## src/hw/rtl/crc8pf_pkg.sv

```systemverilog
// ----------------------------------------------------------------------------
// crc8pf_pkg
// Types, constants and the CRC-8 byte update shared by the packet framer.
// ----------------------------------------------------------------------------
package crc8pf_pkg;

    localparam logic [7:0] CRC_POLY     = 8'h31;
    localparam logic [7:0] CRC_INIT     = 8'h00;
    localparam logic [7:0] HEADER_RESET = 8'h55;
    localparam logic [3:0] DEVICE_RESET = 4'h0;

    localparam int unsigned CFG_IDX_W = 1;
    localparam logic [CFG_IDX_W-1:0] CFG_HEADER_BYTE = 1'b0;
    localparam logic [CFG_IDX_W-1:0] CFG_DEVICE_ID   = 1'b1;

    typedef enum logic [2:0] {
        K_HDR,
        K_CMD,
        K_LEN,
        K_DATA,
        K_CRC
    } t_kind;

    typedef struct packed {
        logic       first;
        logic [3:0] command;
        logic [7:0] payload_len;
        logic [7:0] data_byte;
        logic       has_data;
        logic       has_crc;
    } t_item;

    function automatic logic [7:0] crc8_update(input logic [7:0] crc, input logic [7:0] b);
        logic [7:0] v;
        v = crc ^ b;
        for (int i = 0; i < 8; i++) begin
            if (v[7]) begin
                v = {v[6:0], 1'b0} ^ CRC_POLY;
            end else begin
                v = {v[6:0], 1'b0};
            end
        end
        return v;
    endfunction

endpackage

```

## src/hw/rtl/crc8pf_emit.sv

```systemverilog
// ----------------------------------------------------------------------------
// crc8pf_emit
// Holds one framed item and sends its bytes one beat at a time, folding each
// byte but the trailing CRC byte into the running CRC as it leaves.
// ----------------------------------------------------------------------------
module crc8pf_emit (
    input  logic               i_clk,
    input  logic               i_rst_n,
    input  logic               i_load,
    input  crc8pf_pkg::t_item  i_item,
    output logic               o_take,
    input  logic [7:0]         i_header_byte,
    input  logic [3:0]         i_device_id,
    output logic               o_out_valid,
    input  logic               i_out_ready,
    output logic [7:0]         o_out_byte,
    output logic               o_last
);
    import crc8pf_pkg::*;

    logic       r_busy, n_busy;
    t_kind      r_kind, n_kind;
    t_item      r_item;
    logic [7:0] r_crc, n_crc;
    logic       w_end;
    logic       w_beat;
    logic [7:0] w_byte;

    assign w_end  = (r_kind == K_CRC) || ((r_kind == K_DATA) && !r_item.has_crc);
    assign w_beat = r_busy && i_out_ready;
    assign o_take = !r_busy || (i_out_ready && w_end);

    // next state
    always_comb begin
        n_busy = r_busy;
        n_kind = r_kind;
        if (w_beat && w_end) begin
            n_busy = 1'b0;
        end else if (w_beat) begin
            case (r_kind)
                K_HDR:   n_kind = K_CMD;
                K_CMD:   n_kind = K_LEN;
                K_LEN:   n_kind = r_item.has_data ? K_DATA : K_CRC;
                K_DATA:  n_kind = K_CRC;
                default: n_kind = r_kind;
            endcase
        end
        if (i_load) begin
            n_busy = 1'b1;
            n_kind = i_item.first ? K_HDR : K_DATA;
        end
    end

    // outputs
    always_comb begin
        case (r_kind)
            K_HDR:   w_byte = i_header_byte;
            K_CMD:   w_byte = {i_device_id, r_item.command};
            K_LEN:   w_byte = r_item.payload_len;
            K_DATA:  w_byte = r_item.data_byte;
            K_CRC:   w_byte = r_crc;
            default: w_byte = r_crc;
        endcase
    end

    always_comb begin
        n_crc = r_crc;
        if (w_beat) begin
            case (r_kind)
                K_HDR:   n_crc = crc8_update(CRC_INIT, w_byte);
                K_CRC:   n_crc = r_crc;
                default: n_crc = crc8_update(r_crc, w_byte);
            endcase
        end
    end

    assign o_out_valid = r_busy;
    assign o_out_byte  = w_byte;
    assign o_last      = (r_kind == K_CRC);

    always_ff @(posedge i_clk) begin
        if (!i_rst_n) begin
            r_busy <= 1'b0;
            r_kind <= K_HDR;
            r_crc  <= CRC_INIT;
        end else begin
            r_busy <= n_busy;
            r_kind <= n_kind;
            r_crc  <= n_crc;
        end
    end

    always_ff @(posedge i_clk) begin
        if (i_load) begin
            r_item <= i_item;
        end
    end

endmodule

```

## src/hw/rtl/crc8_packet_framer.sv

```systemverilog
// ----------------------------------------------------------------------------
// crc8_packet_framer
// Frames command packets with a CRC-8 (poly 0x31, init 0, MSB first).
// ----------------------------------------------------------------------------
// A start beat (first = 1) produces header, command, length, the first payload
// byte when the length is not zero, and the CRC when the payload ends there;
// each continuation beat produces its payload byte and, on the final one, the
// CRC. One byte leaves per output beat, and an item holds the block until its
// last byte is accepted: 1 or 2 bytes for a continuation, 4 or 5 for a
// start. The next item is taken in the same cycle as the previous item's final
// byte, so a stream of payload bytes runs at one per cycle while i_out_ready
// stays high. Continuation beats outside an open frame are taken and dropped.
// Write configuration only while the block is idle.
// ----------------------------------------------------------------------------
module crc8_packet_framer (
    input  logic                                i_clk,
    input  logic                                i_rst_n,
    input  logic                                i_cfg_we,
    input  logic [crc8pf_pkg::CFG_IDX_W-1:0]    i_cfg_idx,
    input  logic [7:0]                          i_cfg_data,
    input  logic                                i_in_valid,
    output logic                                o_in_ready,
    input  logic                                i_first,
    input  logic [3:0]                          i_command,
    input  logic [7:0]                          i_payload_len,
    input  logic [7:0]                          i_data_byte,
    output logic                                o_out_valid,
    input  logic                                i_out_ready,
    output logic [7:0]                          o_out_byte,
    output logic                                o_last
);
    import crc8pf_pkg::*;

    logic [7:0] r_header_byte;
    logic [3:0] r_device_id;
    logic [7:0] r_bytes_left, n_bytes_left;
    logic       w_take;
    logic       w_in_beat;
    logic       w_load;
    t_item      w_item;

    assign o_in_ready = w_take;
    assign w_in_beat  = i_in_valid && w_take;
    assign w_load     = w_in_beat && (i_first || (r_bytes_left != 8'd0));

    always_comb begin
        w_item.first       = i_first;
        w_item.command     = i_command;
        w_item.payload_len = i_payload_len;
        w_item.data_byte   = i_data_byte;
        if (i_first) begin
            w_item.has_data = (i_payload_len != 8'd0);
            w_item.has_crc  = (i_payload_len <= 8'd1);
            n_bytes_left    = (i_payload_len == 8'd0) ? 8'd0 : i_payload_len - 8'd1;
        end else begin
            w_item.has_data = 1'b1;
            w_item.has_crc  = (r_bytes_left == 8'd1);
            n_bytes_left    = (r_bytes_left == 8'd0) ? 8'd0 : r_bytes_left - 8'd1;
        end
    end

    always_ff @(posedge i_clk) begin
        if (!i_rst_n) begin
            r_header_byte <= HEADER_RESET;
            r_device_id   <= DEVICE_RESET;
            r_bytes_left  <= 8'd0;
        end else begin
            if (i_cfg_we) begin
                case (i_cfg_idx)
                    CFG_HEADER_BYTE: r_header_byte <= i_cfg_data;
                    CFG_DEVICE_ID:   r_device_id   <= i_cfg_data[3:0];
                    default:         r_header_byte <= r_header_byte;
                endcase
            end
            if (w_in_beat) begin
                r_bytes_left <= n_bytes_left;
            end
        end
    end

    crc8pf_emit u_emit (
        .i_clk         (i_clk),
        .i_rst_n       (i_rst_n),
        .i_load        (w_load),
        .i_item        (w_item),
        .o_take        (w_take),
        .i_header_byte (r_header_byte),
        .i_device_id   (r_device_id),
        .o_out_valid   (o_out_valid),
        .i_out_ready   (i_out_ready),
        .o_out_byte    (o_out_byte),
        .o_last        (o_last)
    );

endmodule
```

## config.mk

```make
export PLATFORM = sky130hd
export DESIGN_NAME = crc8_packet_framer
export DESIGN_NICKNAME = d
export VERILOG_FILES = /design/src/hw/rtl/crc8pf_pkg.sv /design/src/hw/rtl/crc8pf_emit.sv /design/src/hw/rtl/crc8_packet_framer.sv
export SDC_FILE = /design/constraint.sdc
export NUM_CORES = 1
export LEC_CHECK = 0
export ABC_AREA = 1
export BUFFER_PORTS_ARGS = -buffer_cell sky130_fd_sc_hd__buf_2
export CORE_ASPECT_RATIO = 0.8
export CORE_MARGIN = 2
export CORE_UTILIZATION = 55
export CTS_CLUSTER_DIAMETER = 100
export DETAILED_ROUTE_END_ITERATION = 12
export PLACE_DENSITY = 0.77
export REMOVE_ABC_BUFFERS = 1
export SETUP_SLACK_MARGIN = 0.1
export SKIP_CTS_REPAIR_TIMING = 1
export SLEW_MARGIN = 20
export SYNTH_ARGS = -nofsm -noshare
export SYNTH_HDL_FRONTEND = slang
export SYNTH_SLANG_ARGS = --single-unit
```

## constraint.sdc

```tcl
create_clock -name i_clk -period 4.4 [get_ports i_clk]
set_input_delay 0.66 -clock i_clk [delete_from_list [all_inputs] [get_ports i_clk]]
set_output_delay 0.66 -clock i_clk [all_outputs]
set_load 0.02 [all_outputs]
```

Word-level counts from Yosys, hierarchy flattened
Index checks and enable logic that the tools add are counted.
{ "totals": {"reg_bits": 54, "inputBits": 35, "word_cells": 121} }
{ "op_classes": {"n_addsub": 2, "order_cmp": 1, "n_eq_ne": 6, "n_mux": 58, "bitwise": 19, "n_reduce_logical": 24} }
{ "ops": {"columns": ["op", "n"], "rows": [
  ["$mux W8", 31],
  ["$mux W6", 16],
  ["$not A3 Y3", 16],
  ["$pmux W8 S4", 1],
  ["$logic_not A8 Y1", 2],
  ["$pmux W8 S2", 1],
  ["$reduce_bool A8 Y1", 2],
  ["$sub A8 B1 Y8 const B", 2],
  ["$mux W3", 4],
  ["$pmux W3 S4", 1],
  ["$eq A8 B1 Y1 const B", 1],
  ["$le A8 B1 Y1 const B", 1],
  ["$xor A8 B8 Y8", 1],
  ["$eq A3 B2 Y1 const B", 2],
  ["$logic_and A1 B1 Y1", 6],
  ["$reduce_and A2 Y1", 3],
  ["$reduce_bool A5 Y1", 1],
  ["$reduce_bool A2 Y1", 2],
  ["$eq A3 B1 Y1 const B", 1],
  ["$eq A3 B3 Y1 const B", 1],
  ["$logic_not A3 Y1", 1],
  ["$logic_or A1 B1 Y1", 3],
  ["$mux W1", 3],
  ["$reduce_and A3 Y1", 1],
  ["other kinds (5)", 7]
]} }

Logic depth before layout (Yosys ltp)
{ "depth": {"ltp_word": 34, "ltp_mapped": 21, "ltp_nobuf": 20} }

By module
Synthesis repeated with hierarchy kept, for this count alone.
{ "unflattened": {"cells_unflattened": 551, "area_unflattened_um2": 3656.0} }
{ "by_module_without_submodules": {"columns": ["module", "instances", "cells_per_inst", "area_each_um2", "seq_area_each_um2"], "rows": [
  ["crc8pf_emit", 1, 361, 2441.1, 900.9],
  ["crc8_packet_framer", 1, 190, 1214.9, 400.4]
]} }

Worst setup path before layout
Ideal clock, no wire load.
{ "synth_path": {"path_type": "reg2reg", "start": "register u_emit.r_kind[2]", "end": "register u_emit.r_kind[0]", "setup_ns": 0.086, "t_arrival_ns": 2.242, "setup_slack_ns": 2.072, "stages_incl_launch_ff": 13, "period_less_slack_ns": 2.328, "cell_sequence": "dfxtp_1 > buf_6 > inv_8 > buf_12 > nor2_4 > o21ai_1 > nand2_2 > nand2_2 > a21oi_4 > inv_2 > o21ai_1 > inv_1 > a221oi_2"} }
{ "synth_between": {"elab_cells_between_ends": 20, "cone_classes": "eq/ne (5); mux (4); reduce/logical (11)"} }
{ "synth_lines": {"columns": ["element", "line", "text"], "rows": [
  ["start: declaration", "crc8pf_emit.sv:22", "t_kind r_kind, n_kind;"],
  ["start signal: assignment", "crc8pf_emit.sv:88", "r_kind <= n_kind;"],
  ["$eq A3 B3 Y1 (*)", null, null],
  ["net o_last", "crc8_packet_framer.sv:30", "output logic o_last"],
  ["$logic_or A1 B1 Y1 (*)", "crc8pf_emit.sv:29", "assign w_end = (r_kind == K_CRC) || ((r_kind == K_DATA) && !r_item.has_crc);"],
  ["$logic_and A1 B1 Y1 (*)", "crc8pf_emit.sv:31", "assign o_take = !r_busy || (i_out_ready && w_end);"],
  ["$logic_or A1 B1 Y1 (*)", "crc8pf_emit.sv:31", null],
  ["net o_in_ready", "crc8_packet_framer.sv:22", "output logic o_in_ready,"],
  ["$logic_and A1 B1 Y1 (*)", "crc8_packet_framer.sv:43", "assign w_in_beat = i_in_valid && w_take;"],
  ["$logic_and A1 B1 Y1 (*)", "crc8_packet_framer.sv:44", "assign w_load = w_in_beat && (i_first || (r_bytes_left != 8'd0));"],
  ["net u_emit.i_load", "crc8pf_emit.sv:9", "input logic i_load,"],
  ["$reduce_bool A5 Y1 (no line) (tied with other cells)", null, null],
  ["$reduce_and A3 Y1 (no line)", null, null]
]} }
Mark *: on every way through the listed nets, which the timed path passes. The rest lies on a longest branch. The select of a mux whose other input is x is not followed.
A chain may end at the register's enable or synchronous reset.

Final worst setup path
{ "layout_path": {"start": "register u_emit.r_kind[1]", "end": "register u_emit.r_kind[0]"} }
{ "layout_between": {"elab_chain_cells": 9, "elab_cells_between_ends": 20, "cone_classes": "eq/ne (5); mux (4); reduce/logical (11)"} }
{ "layout_rtl": {"columns": ["element", "line"], "rows": [
  ["$eq A3 B2 Y1", "crc8pf_emit.sv:29"],
  ["$logic_and A1 B1 Y1", "crc8pf_emit.sv:29"],
  ["$logic_or A1 B1 Y1 (*)", "crc8pf_emit.sv:29"],
  ["$logic_and A1 B1 Y1 (*)", "crc8pf_emit.sv:31"],
  ["$logic_or A1 B1 Y1 (*)", "crc8pf_emit.sv:31"],
  ["$logic_and A1 B1 Y1 (*)", "crc8_packet_framer.sv:43"],
  ["$logic_and A1 B1 Y1 (*)", "crc8_packet_framer.sv:44"],
  ["net u_emit.i_load", "crc8pf_emit.sv:9"],
  ["$reduce_bool A5 Y1 (no line) (tied with other cells)", null],
  ["$reduce_and A3 Y1 (no line)", null]
]} }
Marks and branches as above.

==> metrics.txt <==
antenna cell count 0; I/O Buffers 45; worst min path class flip-flop to flip-flop; boundary pin count 46; combinational family with the most area after synthesis simple AND/OR/NAND/NOR gates; Final ANT Viol Nets 0; drt pass-1 iters 5; most frequent cells in the layout nand2_1, inv_1, nor2_1, nand3_1, buf_2; # H-tree levels 2; fillers 672; worst slew pin tran 0.763 ns; Max Cap Viol 0; fin nets 632; Post-Synth Simple-Gate Area 42.3%; Num CTS Buffers 5; Clk pin slew, worst setup/hold paths 0.10 ns; CP Launch Type flip-flop; minimum clock period 2.84 ns; synth top area cells edfxtp_1, dfxtp_1, nand2_1; Final period util ~65%; async set-reset flop share out of synthesis 0%; routed length per instance 14.4 um; Max-slew headroom between 40% and 50%; antenna violations before repair 0; vias in the first global route around 3400; crit path max fanout 23; CTS tree yes; synthesized area per cell 7.06 um2; Post-Route WL approximately 10000 um; num rows 27; worst endpoint required time 4.62 ns; Global Route Usage Sum about a quarter; Fin Setup TNS 0 ns; Leak 2.07 nW; Initial Util 56.6%; top cell type by total area after synthesis edfxtp_1; DP HPWL between 7000 and 8000 um; critical path's top delay family compound AO/OA/AOI/OAI gates; Tot Pwr 1.80 mW; EDFF count, synth 22; warnings from Yosys 0; share of layout cells above drive strength 1 20.8%; Synth Area in XOR/XNOR ~2.5%; Die Ht approximately 79 um; kind of critical path flip-flop to flip-flop; Worst Path Buf+Inv 2; commonest non-fill, non-tap cell in the layout nand2_1; crit path DAT approximately 3 ns; Post-Syn Instances 550; Compound-Gate Fraction of Synth Area between 10% and 20%; CP max-delay cell dfxtp_1; Clock Tree Buf Depth 2; RSZ-0062 raised after global routing false; Pwr per Cell Area 427 nW/um2; crit path capture type flip-flop; Max Transition Viols Final 0; largest net degree at the start of global routing 36; R2R Setup Slk 1.56 ns; Clock Sinks 54; ys flop type dfxtp_1; crit path cell chain nand3_2 -> nor2_1 -> o21ai_1 -> nand2_2 -> nand2_2 -> a21oi_4 -> inv_2 -> o21ai_1 -> inv_1 -> a221oi_2; Vias roughly 3700; Placer Congestion between 0.9 and 1; core area 6860 um2; first-pass GRT wire length 16300 um; Clock Skew 0.00796 ns; number of hold violations in the final report 0; multiplexer area fraction after synthesis 0%; CP max stage delay 0.81 ns; worst ir drop on vdd 0.162 mV; flops & latches, synth 54; DR DRC count 0; Iter 0 DRT Violations 274; Die W 97.9 um; vias per cell 5.47; adder-cell area share of the yosys netlist 1.93%; count of cell types in the netlist 47; GRT Residual Overflow 0; Max Fclk 352 MHz; Die ar. 7750 um2; final setup violation count 0; clock latency on the worst-skew pair slightly above 0.3 ns; Mapped Area 3880 um2; CTS root buf clkbuf_8; Area growth, synth to finish 8.48%; status finished, final reports clean; share of the yosys chip area belonging to registers ~34%; Synth top area share 17.0%
-- registers in the layout, indices dropped and copies added, names as in the netlist --
| register | count |
|---|---|
| r_bytes_left | 8 |
| r_device_id | 4 |
| r_header_byte | 8 |
| u_emit.o_out_valid | 1 |
| u_emit.r_crc | 8 |
| u_emit.r_item | 22 |
| u_emit.r_kind | 3 |
-- worst paths after layout --
| path | from | end | cells past startpoint |
|---|---|---|---|
| hold reg to reg | r_header_byte[0] | r_header_byte[0] | 2 |
| hold / removal | r_header_byte[0] | r_header_byte[0] | 2 |
| setup reg to reg | u_emit.r_kind[1] | u_emit.r_kind[0] | 10 |
| setup / recovery | u_emit.r_kind[1] | u_emit.r_kind[0] | 10 |
-- cells by family (layout without fill, tap and decap cells) --
logic type	Yosys count	after routing
buf+inv	80	122
xor+xnor	10	10
fa+ha+maj	6	6
flops	54	54
simple gates	342	342
compound gates	58	58
-- power breakdown --
| group | switching, mW | internal [mW] | total [mW] |
|---|---|---|---|
| logic | 0.575 | 0.284 | 0.859 |
| registers | 0.0501 | 0.572 | 0.622 |
| clock network | 0.169 | 0.148 | 0.317 |
-- through the flow --
stage | utilization (%) | hold slack (ns) | instances | area (um2) | worst slack [ns]
floorplan | - | 0.429 | 539 | 3770 | 1.90
global placement | 59.9 | 0.472 | 671 | 4110 | 1.72
detailed placement | 59.9 | 0.470 | 671 | 4110 | 1.60
CTS | 61.4 | 0.495 | 679 | 4210 | 1.58
global route | 61.4 | 0.501 | 679 | 4210 | 1.29
finish | 61.4 | 0.493 | 679 | 4210 | 1.56
-- per-layer routing --
metal	share of wire (%)	GRT usage, %	vias to the layer above
met5	0	0	-
met4	1.8	7.08	0
met3	8.9	5.37	17
met2	41	39.6	162
met1	48	38.3	1680
li1	-	-	1855
-- tightest hold or removal path, delay by kind of cell (launching register included) --
family | cells | cell delay, ns
flops | 1 | 0.33
simple gates | 2 | 0.11
-- layout make-up --
cell class | count | area, um2 | share of cell area (%)
sequential | 54 | 1300 | 30.9
inverter | 69 | 272 | 6.45
clock buffer | 8 | 101 | 2.41
timing repair buffer | 45 | 225 | 5.35
multi-input combinational | 416 | 2200 | 52.3
tap | 87 | 109 | 2.59
-- synthesized netlist by cell type, types with 2 or more instances --
| cell type | count |
|---|---|
| a31oi_1 | 2 |
| a211oi_1 | 3 |
| edfxtp_1 | 22 |
| o21ai_1 | 3 |
| nand2_2 | 28 |
| inv_2 | 3 |
| clkbuf_1 | 4 |
| a21oi_2 | 3 |
| xnor2_1 | 6 |
| o22ai_1 | 3 |
| o31ai_1 | 2 |
| nand2_1 | 159 |
| a21oi_1 | 13 |
| inv_1 | 63 |
| nor2_8 | 3 |
| o21ai_0 | 18 |
| o22ai_2 | 2 |
| nand3_2 | 8 |
| dfxtp_1 | 32 |
| nor2_1 | 60 |
| nand4_1 | 4 |
| xor2_1 | 3 |
| nand3_4 | 2 |
| inv_4 | 2 |
| buf_6 | 5 |
| nor2_4 | 4 |
| nand3_1 | 59 |
| nand2_4 | 2 |
| ha_1 | 6 |
| nor2_2 | 9 |
(Power assumes the default switching activity.)
